`config.mk`:
```
export PLATFORM = sky130hd
export DESIGN_NAME = usb_descriptor_lookup
export DESIGN_NICKNAME = d
export VERILOG_FILES = /design/src/hw/rtl/usbdl_pkg.sv /design/src/hw/rtl/usb_descriptor_lookup.sv /design/src/hw/rtl/usbdl_regs.sv /design/src/hw/rtl/usbdl_walker.sv
export SDC_FILE = /design/constraint.sdc
export NUM_CORES = 1
export LEC_CHECK = 0
export BUFFER_PORTS_ARGS = -buffer_cell sky130_fd_sc_hd__buf_2
export CAP_MARGIN = 15
export CORE_MARGIN = 10
export CORE_UTILIZATION = 55
export DETAILED_ROUTE_END_ITERATION = 7
export GPL_TIMING_DRIVEN = 0
export HOLD_SLACK_MARGIN = 0.02
export MAX_ROUTING_LAYER = met4
export PLACE_DENSITY = 0.8
export SLEW_MARGIN = 20
export SYNTH_ARGS = -nofsm -noshare
export SYNTH_HDL_FRONTEND = slang
export SYNTH_SLANG_ARGS = --single-unit
```
`constraint.sdc`:
```
create_clock -name clk_i -period 4.7 [get_ports clk_i]
set_input_delay 0.235 -clock clk_i [delete_from_list [all_inputs] [get_ports clk_i]]
set_output_delay 0.235 -clock clk_i [all_outputs]
set_load 0.005 [all_outputs]
```
`src/hw/rtl/usbdl_pkg.sv`:
```
// shared types and constants for the usb descriptor lookup
`timescale 1ns / 1ps

package usbdl_pkg;

  typedef enum logic [1:0] {
    ST_FOUND     = 2'd0,
    ST_NOT_FOUND = 2'd1,
    ST_MALFORMED = 2'd2
  } status_e;

  typedef enum logic [1:0] {
    KIND_CONFIGURATION = 2'd0,
    KIND_INTERFACE     = 2'd1,
    KIND_ENDPOINT      = 2'd2,
    KIND_CLASS         = 2'd3
  } kind_e;

  typedef enum logic [1:0] {
    REG_LOOKUP_KIND   = 2'd0,
    REG_TARGET_CONFIG = 2'd1,
    REG_TARGET_IFACE  = 2'd2,
    REG_TARGET_EP     = 2'd3
  } reg_e;

  localparam logic [7:0] TYPE_CONFIGURATION = 8'd2;
  localparam logic [7:0] TYPE_INTERFACE     = 8'd4;
  localparam logic [7:0] TYPE_ENDPOINT      = 8'd5;

  localparam logic [7:0] OFS_CONFIG_VALUE = 8'd5;
  localparam logic [7:0] OFS_IFACE_NUMBER = 8'd2;
  localparam logic [7:0] OFS_IFACE_CLASS  = 8'd5;
  localparam logic [7:0] OFS_EP_ADDRESS   = 8'd2;
  localparam logic [7:0] MIN_DESC_LENGTH  = 8'd2;
  localparam logic [7:0] MIN_IFACE_LENGTH = 8'd6;
  localparam logic [7:0] EP_NUMBER_MASK   = 8'h7f;

  typedef struct packed {
    kind_e      lookup_kind;
    logic [7:0] target_configuration;
    logic [7:0] target_interface;
    logic [6:0] target_endpoint;
  } cfg_t;

  typedef struct packed {
    status_e     status;
    logic [11:0] desc_offset;
    logic [7:0]  class_code;
  } result_t;

endpackage

```
`src/hw/rtl/usb_descriptor_lookup.sv`:
```
// USB descriptor lookup: top level with config port, walker and result register
//
// Descriptor bytes enter on the input channel (data_byte_i, last_i with
// in_valid_i / in_ready_o), one word per byte; last_i marks the final byte
// of a buffer. One result word per buffer leaves on the output channel
// (status_o, desc_offset_o, class_code_o with out_valid_o / out_ready_i).
// The lookup kind and targets are set over the APB port before a buffer.
// Throughput is one byte per cycle while in_ready_o is high: the walker
// state is updated from the accepted byte by compares and two position
// counters in the same cycle; the result word is registered from the
// byte that decides it. Bytes after the decision are consumed and dropped
// until last_i, which clears the walker for the next buffer.
// A single result register sits on the output; while it holds a word that
// the receiver has not taken, in_ready_o is low, and it rises again in the
// cycle the receiver takes the word, so a byte can enter in that cycle too.
// Reset clears the walker, the result register and the configuration
// to its defaults.
`timescale 1ns / 1ps

module usb_descriptor_lookup #(
  parameter int MAX_BUFFER = 4096
) (
  input  logic        clk_i,
  input  logic        rst_ni,
  input  logic        in_valid_i,
  output logic        in_ready_o,
  input  logic [7:0]  data_byte_i,
  input  logic        last_i,
  output logic        out_valid_o,
  input  logic        out_ready_i,
  output logic [1:0]  status_o,
  output logic [11:0] desc_offset_o,
  output logic [7:0]  class_code_o,
  input  logic        psel,
  input  logic        penable,
  input  logic        pwrite,
  input  logic [3:0]  paddr,
  input  logic [31:0] pwdata,
  output logic [31:0] prdata,
  output logic        pready
);

  usbdl_pkg::cfg_t    cfg;
  usbdl_pkg::result_t result;
  usbdl_pkg::result_t result_q;
  logic               emit;
  logic               fire;
  logic               out_valid_q;

  assign in_ready_o = !out_valid_q || out_ready_i;
  assign fire       = in_valid_i && in_ready_o;

  usbdl_regs u_regs (
    .clk_i   (clk_i),
    .rst_ni  (rst_ni),
    .psel    (psel),
    .penable (penable),
    .pwrite  (pwrite),
    .paddr   (paddr),
    .pwdata  (pwdata),
    .prdata  (prdata),
    .pready  (pready),
    .cfg_o   (cfg)
  );

  usbdl_walker #(
    .MAX_BUFFER (MAX_BUFFER)
  ) u_walker (
    .clk_i       (clk_i),
    .rst_ni      (rst_ni),
    .fire_i      (fire),
    .data_byte_i (data_byte_i),
    .last_i      (last_i),
    .cfg_i       (cfg),
    .emit_o      (emit),
    .result_o    (result)
  );

  always_ff @(posedge clk_i or negedge rst_ni) begin
    if (!rst_ni) begin
      out_valid_q <= 1'b0;
    end else if (fire && emit) begin
      out_valid_q <= 1'b1;
    end else if (out_ready_i) begin
      out_valid_q <= 1'b0;
    end
  end

  always_ff @(posedge clk_i or negedge rst_ni) begin
    if (!rst_ni) begin
      result_q <= '0;
    end else if (fire && emit) begin
      result_q <= result;
    end
  end

  assign out_valid_o   = out_valid_q;
  assign status_o      = result_q.status;
  assign desc_offset_o = result_q.desc_offset;
  assign class_code_o  = result_q.class_code;

endmodule

```
`src/hw/rtl/usbdl_regs.sv`:
```
// apb register file holding the lookup configuration
`timescale 1ns / 1ps

module usbdl_regs (
  input  logic               clk_i,
  input  logic               rst_ni,
  input  logic               psel,
  input  logic               penable,
  input  logic               pwrite,
  input  logic [3:0]         paddr,
  input  logic [31:0]        pwdata,
  output logic [31:0]        prdata,
  output logic               pready,
  output usbdl_pkg::cfg_t    cfg_o
);

  usbdl_pkg::cfg_t cfg_q, cfg_d;
  usbdl_pkg::reg_e sel;
  logic            wr_en;

  assign sel    = usbdl_pkg::reg_e'(paddr[3:2]);
  assign wr_en  = psel && penable && pwrite;
  assign pready = 1'b1;
  assign cfg_o  = cfg_q;

  always_comb begin
    cfg_d = cfg_q;
    if (wr_en) begin
      unique case (sel)
        usbdl_pkg::REG_LOOKUP_KIND:   cfg_d.lookup_kind = usbdl_pkg::kind_e'(pwdata[1:0]);
        usbdl_pkg::REG_TARGET_CONFIG: cfg_d.target_configuration = pwdata[7:0];
        usbdl_pkg::REG_TARGET_IFACE:  cfg_d.target_interface = pwdata[7:0];
        usbdl_pkg::REG_TARGET_EP:     cfg_d.target_endpoint = pwdata[6:0];
        default: ;
      endcase
    end
  end

  always_comb begin
    unique case (sel)
      usbdl_pkg::REG_LOOKUP_KIND:   prdata = {30'd0, cfg_q.lookup_kind};
      usbdl_pkg::REG_TARGET_CONFIG: prdata = {24'd0, cfg_q.target_configuration};
      usbdl_pkg::REG_TARGET_IFACE:  prdata = {24'd0, cfg_q.target_interface};
      usbdl_pkg::REG_TARGET_EP:     prdata = {25'd0, cfg_q.target_endpoint};
      default:                      prdata = 32'd0;
    endcase
  end

  always_ff @(posedge clk_i or negedge rst_ni) begin
    if (!rst_ni) begin
      cfg_q.lookup_kind          <= usbdl_pkg::KIND_CONFIGURATION;
      cfg_q.target_configuration <= 8'd1;
      cfg_q.target_interface     <= 8'd0;
      cfg_q.target_endpoint      <= 7'd0;
    end else begin
      cfg_q <= cfg_d;
    end
  end

endmodule

```
`src/hw/rtl/usbdl_walker.sv`:
```
// descriptor walker: tracks position, type and match flags, one byte per cycle while fire_i is high
`timescale 1ns / 1ps

module usbdl_walker #(
  parameter int MAX_BUFFER = 4096
) (
  input  logic                 clk_i,
  input  logic                 rst_ni,
  input  logic                 fire_i,
  input  logic [7:0]           data_byte_i,
  input  logic                 last_i,
  input  usbdl_pkg::cfg_t      cfg_i,
  output logic                 emit_o,
  output usbdl_pkg::result_t   result_o
);

  localparam int PosW = $clog2(MAX_BUFFER + 1);

  logic [PosW-1:0] buffer_pos_q, buffer_pos_d;
  logic [PosW-1:0] desc_start_q, desc_start_d;
  logic [7:0]      pos_in_desc_q, pos_in_desc_d;
  logic [7:0]      desc_length_q, desc_length_d;
  logic [7:0]      desc_type_q, desc_type_d;
  logic            config_matched_q, config_matched_d;
  logic            interface_matched_q, interface_matched_d;
  logic            class_pending_q, class_pending_d;
  logic            answered_q, answered_d;

  always_comb begin
    logic       emit;
    logic [8:0] p_inc;
    logic [7:0] p_next;
    emit                = 1'b0;
    p_inc               = 9'd0;
    p_next              = 8'd0;
    result_o.status     = usbdl_pkg::ST_NOT_FOUND;
    result_o.desc_offset = 12'd0;
    result_o.class_code = 8'd0;
    buffer_pos_d        = buffer_pos_q;
    desc_start_d        = desc_start_q;
    pos_in_desc_d       = pos_in_desc_q;
    desc_length_d       = desc_length_q;
    desc_type_d         = desc_type_q;
    config_matched_d    = config_matched_q;
    interface_matched_d = interface_matched_q;
    class_pending_d     = class_pending_q;
    answered_d          = answered_q;

    if (fire_i && !answered_q) begin
      if (buffer_pos_q >= PosW'(MAX_BUFFER)) begin
        emit = 1'b1;
        result_o.status = usbdl_pkg::ST_MALFORMED;
      end else if (pos_in_desc_q == 8'd0) begin
        desc_start_d  = buffer_pos_q;
        desc_length_d = data_byte_i;
        desc_type_d   = 8'd0;
        if (data_byte_i < usbdl_pkg::MIN_DESC_LENGTH) begin
          emit = 1'b1;
          result_o.status = usbdl_pkg::ST_MALFORMED;
        end
      end else if (pos_in_desc_q == 8'd1) begin
        desc_type_d = data_byte_i;
      end else if (desc_type_q == usbdl_pkg::TYPE_CONFIGURATION &&
                   pos_in_desc_q == usbdl_pkg::OFS_CONFIG_VALUE) begin
        if (data_byte_i == cfg_i.target_configuration) begin
          if (cfg_i.lookup_kind == usbdl_pkg::KIND_CONFIGURATION) begin
            emit = 1'b1;
            result_o.status      = usbdl_pkg::ST_FOUND;
            result_o.desc_offset = 12'(desc_start_q);
          end else begin
            config_matched_d = 1'b1;
          end
        end
      end else if (desc_type_q == usbdl_pkg::TYPE_INTERFACE &&
                   pos_in_desc_q == usbdl_pkg::OFS_IFACE_NUMBER) begin
        if (config_matched_q && data_byte_i == cfg_i.target_interface) begin
          case (cfg_i.lookup_kind)
            usbdl_pkg::KIND_INTERFACE: begin
              emit = 1'b1;
              result_o.status      = usbdl_pkg::ST_FOUND;
              result_o.desc_offset = 12'(desc_start_q);
            end
            usbdl_pkg::KIND_ENDPOINT: interface_matched_d = 1'b1;
            usbdl_pkg::KIND_CLASS: begin
              // no room for the class byte in a short interface descriptor
              if (desc_length_q < usbdl_pkg::MIN_IFACE_LENGTH) begin
                emit = 1'b1;
                result_o.status = usbdl_pkg::ST_MALFORMED;
              end else begin
                class_pending_d = 1'b1;
              end
            end
            default: ;
          endcase
        end
      end else if (desc_type_q == usbdl_pkg::TYPE_INTERFACE &&
                   pos_in_desc_q == usbdl_pkg::OFS_IFACE_CLASS) begin
        if (class_pending_q) begin
          emit = 1'b1;
          result_o.status      = usbdl_pkg::ST_FOUND;
          result_o.desc_offset = 12'(desc_start_q);
          result_o.class_code  = data_byte_i;
        end
      end else if (desc_type_q == usbdl_pkg::TYPE_ENDPOINT &&
                   pos_in_desc_q == usbdl_pkg::OFS_EP_ADDRESS) begin
        if (interface_matched_q && cfg_i.lookup_kind == usbdl_pkg::KIND_ENDPOINT &&
            (data_byte_i & usbdl_pkg::EP_NUMBER_MASK) == {1'b0, cfg_i.target_endpoint}) begin
          emit = 1'b1;
          result_o.status      = usbdl_pkg::ST_FOUND;
          result_o.desc_offset = 12'(desc_start_q);
        end
      end

      if (!emit) begin
        p_inc  = {1'b0, pos_in_desc_q} + 9'd1;
        p_next = p_inc[7:0];
        // descriptor ends: compare against the length as updated this word
        if (p_inc >= {1'b0, desc_length_d}) begin
          p_next          = 8'd0;
          class_pending_d = 1'b0;
        end
        pos_in_desc_d = p_next;
        buffer_pos_d  = buffer_pos_q + PosW'(1);
        if (last_i) begin
          emit = 1'b1;
          result_o.status = (p_next != 8'd0) ? usbdl_pkg::ST_MALFORMED
                                             : usbdl_pkg::ST_NOT_FOUND;
          result_o.desc_offset = 12'd0;
          result_o.class_code  = 8'd0;
        end
      end

      if (emit) begin
        answered_d = 1'b1;
      end
    end

    if (fire_i && last_i) begin
      buffer_pos_d        = '0;
      desc_start_d        = '0;
      pos_in_desc_d       = 8'd0;
      desc_length_d       = 8'd0;
      desc_type_d         = 8'd0;
      config_matched_d    = 1'b0;
      interface_matched_d = 1'b0;
      class_pending_d     = 1'b0;
      answered_d          = 1'b0;
    end

    emit_o = emit;
  end

  always_ff @(posedge clk_i or negedge rst_ni) begin
    if (!rst_ni) begin
      buffer_pos_q        <= '0;
      desc_start_q        <= '0;
      pos_in_desc_q       <= 8'd0;
      desc_length_q       <= 8'd0;
      desc_type_q         <= 8'd0;
      config_matched_q    <= 1'b0;
      interface_matched_q <= 1'b0;
      class_pending_q     <= 1'b0;
      answered_q          <= 1'b0;
    end else begin
      buffer_pos_q        <= buffer_pos_d;
      desc_start_q        <= desc_start_d;
      pos_in_desc_q       <= pos_in_desc_d;
      desc_length_q       <= desc_length_d;
      desc_type_q         <= desc_type_d;
      config_matched_q    <= config_matched_d;
      interface_matched_q <= interface_matched_d;
      class_pending_q     <= class_pending_d;
      answered_q          <= answered_d;
    end
  end

endmodule
```
==> results.md <==
* Status: finished, final reports clean
* Crit-path cells: or4_4 -> nor3_1 -> and2_1 -> nor2b_1 -> buf_2 -> mux2_2 -> ha_1 -> nand2b_1 -> a21o_1 -> a211oi_1 -> o31a_1 -> nor3b_1 -> nand2_1 -> o2bb2ai_1
* Kind of end point of the critical path: flip-flop
* Hold Crit Start: pwdata[4]
* FF-to-FF End: u_walker.pos_in_desc_q[5]
* IO buf count at 49
* Mapped Avg Cell Area at around 11 µm²
* Post-DP HPWL at 10.1 mm
* Most common cell after layout, fill and taps aside: dfrtp_1
* Clock buffer depth at 2
* Fmax at roughly 0.24 GHz
* RSZ-0062 raised after global routing: false
* Max-Slew Margin vs Limit at between 40 and 50%
* Max VDD drop at 0.000204 V
* Netlist cell types at 62
* Cell depth of the worst min-delay path at 2
* Reg clk slew, reported paths at 0.09 ns
* CTS tree: built
* Vias in the first global route at 4366
* LEAKAGE at 0.00297 µW
* Clk pwr share at 23.0%
* Combinational fraction of design power at around 27%
* Number of flops mapped to enable cells by yosys at 0
* Diodes inserted at 0
* Final Wtd Congestion at 0.973
* Fraction of layout cells with a size suffix above 1 at 23.6%
* Area Overhead vs Synth at 13.0%
* Chip width at 119 µm
* Syn. warnings at 0
* Worst R2R Setup Slack at 0.45 ns
* Hold Fails Final Rpt at 0
* Setup crit start kind: flip-flop
* Worst EP required at 5.00 ns
* CTS H-tree depth at 3
* Crit-path leading delay family: simple AND/OR/NAND/NOR gates
* Total number of vias at 4239
* Tightest Hold Check Type: in -> reg
* Final nets at 650
* I/O pins at 109
* Setup violations, final at 0
* Root Buffer: clkbuf_8
* Die area at 14300 µm²
* Worst Skew at 0.00983 ns
* Core ar. at 9680 µm²
* Routed len/inst at 18.5 µm
* Drt first-iter violations at 379
* First-pass GRT wire length at 22.5 mm
* CP Max Fanout at 8
* CTS Sinks at 101
* #FFs+latches synth at 101
* Buf+Inv Stages, Crit Path at 1
* Sequential power share at 49.8%
* DRC violations left at 0
* Congestion Overflow GR at 0
* CP Class: reg -> reg
* DR vias/cell at between 5 and 6
* Max stage delay on crit path at ~0.6 ns
* Cts repair resizes at 0
* Post-synthesis sequential area ratio at 46.5%
* Post-route minimum period at about 4.3 ns
* Cells after Synth at 499
* Initial antenna violation count at 0
* Fin. max-slew vios at 0
* Reg2Reg Depth at 14
* Max Cap Viol at 0
* FF-to-FF Start: u_walker.pos_in_desc_q[5]
* Int Pwr at 1420 µW
* Period Utilization, post-route at 90.5%
* Worst Max-Slew Pin Slew at 0.774 ns
* Post-Syn Area at 5440 µm²
* Total net switching power at 695 µW
* GRT Overall Usage at 19.5%
* WL final at between 10 and 15 mm
* Largest net degree at the start of global routing at 85
* Slowest stage cell, crit path: or4_4
* Final TNS setup at 0 ns
* Worst-skew pair later-pin latency at 0.37 ns
* Most frequent cells in the layout: dfrtp_1, buf_2, a22o_1
* Hold path endpoint: u_regs.cfg_o[11]
* Sw Ratio at 32.8%
* TritonCTS Buffers at 9
* Starting Density at 56.2%
* Ys async rst share at 100%
* Cell Pwr Density at 345 nW/µm²
* Critical Path AT at 4.55 ns
* DRT antenna net count at 0
* TritonRoute pass-1 iters at 5
* Num rows at 36
* Total power at approximately 2100 µW
* Primary FF master, synth: dfrtp_1
* Die height at ~120 µm
* Postcts setup bufs at 0
through the flow:
step | util, % | area (µm²) | std cells | setup slack, ns | hold WS, ns
after detailed placement | 61.7 | 5980 | 705 | 0.548 | 0.0855
after global placement | 61.3 | 5940 | 704 | 0.629 | 0.481
after global routing | 63.5 | 6150 | 722 | 0.215 | 0.128
final | 63.5 | 6150 | 722 | 0.448 | 0.125
after CTS | 63.5 | 6150 | 722 | 0.494 | 0.114
after floorplan | - | 5530 | 522 | 1.04 | -0.0606
sequential cells by signal, summed over array words and instances, names as in the netlist:
name and flops:
u_walker.desc_start_q 12, u_walker.desc_length_q 8, u_walker.class_pending_q 1, u_walker.config_matched_q 1
class_code_o 8, u_walker.interface_matched_q 1, out_valid_o 1, u_walker.desc_type_q 8
u_walker.pos_in_desc_q 8, u_regs.cfg_o 25, u_walker.answered_q 1, u_walker.buffer_pos_q 13
status_o 2, desc_offset_o 12
synth_stat cells, drive strengths merged (6+ instances only):
master	count	area [µm²]
ha	14	175
a22o	46	403
a21oi	17	88.8
clkbuf	19	71.3
buf	34	255
nand4	8	50.1
and3	9	56.3
and2	6	37.5
nor4	7	65.1
xnor2	21	184
or4	9	71.3
nand3	14	70.1
nor3	10	50.1
mux2i	7	70.1
o31ai	8	73.8
nand2	33	124
inv	12	45.0
xor2	8	70.1
mux2	30	338
o21ai	14	73.8
dfrtp	100	2500
nor2	13	48.8
nor2b	7	43.8
layer usage:
layer	routed length, µm	track usage (%)
met4	263	6.49
met1	5910	24.0
met5	0	-
met3	770	3.97
met2	6400	31.4
final cells by class:
class                           count  area [µm²]
Clock buffer                       13         139
Timing Repair Buffer               51         289
Sequential cell                   101        2530
Tap cell                          133         166
Fill cell                         792        3540
Buffer                             53         327
Multi-Input combinational cell    356        2630
Clock inverter                      3        21.3
Inverter                           12        45.0
cell families (layout without fill, tap and decap cells):
family / Yosys count / in the layout / synth area share (%)
adder cells (fa/ha/maj): 14 / 14 / 3.22
other: 2 / 25 / 0.138
AND/OR/NAND/NOR: 134 / 134 / 13.9
XOR/XNOR: 29 / 29 / 4.67
buffers and inverters: 65 / 132 / 6.83
flip-flops: 101 / 101 / 46.5
multiplexers: 39 / 39 / 8.33
AO/OA/AOI/OAI: 115 / 115 / 16.4
worst max path at each step:
stage                                          from                        end  cells after the start
after floorplan           u_walker.pos_in_desc_q[5]  u_walker.pos_in_desc_q[0]                     14
after global placement    u_walker.pos_in_desc_q[5]  u_walker.pos_in_desc_q[3]                     14
after detailed placement  u_walker.pos_in_desc_q[5]  u_walker.pos_in_desc_q[5]                     14
after CTS                 u_walker.pos_in_desc_q[5]  u_walker.pos_in_desc_q[5]                     14
final                     u_walker.pos_in_desc_q[5]  u_walker.pos_in_desc_q[5]                     14
after global routing      u_walker.pos_in_desc_q[5]  u_walker.pos_in_desc_q[5]                     14
worst reg2reg max path, cell delays in order (launching register included):
cell and delay [ns]:
dfrtp_1 0.44, or4_4 0.59, nor3_1 0.27, and2_1 0.23, nor2b_1 0.16, buf_2 0.26, mux2_2 0.39, ha_1 0.28
nand2b_1 0.14, a21o_1 0.17, a211oi_1 0.24, o31a_1 0.25, nor3b_1 0.36, nand2_1 0.22, o2bb2ai_1 0.19
power by group through the flow:
stage | combinational, µW | clock [µW] | sequential (µW)
finish | 576 | 487 | 1060
global route | 635 | 526 | 1070
CTS | 571 | 492 | 1050
detailed placement | 567 | 0 | 1070
global placement | 546 | 0 | 1070
floorplan | 411 | 0 | 1040
what timing repair did:
action / in CTS / in global routing
endpoints found under the hold margin: 17 / 0
hold buffers: 1 / 0
endpoints found under the setup margin: 0 / 0
No activity file was read; power rests on OpenSTA's default activity.
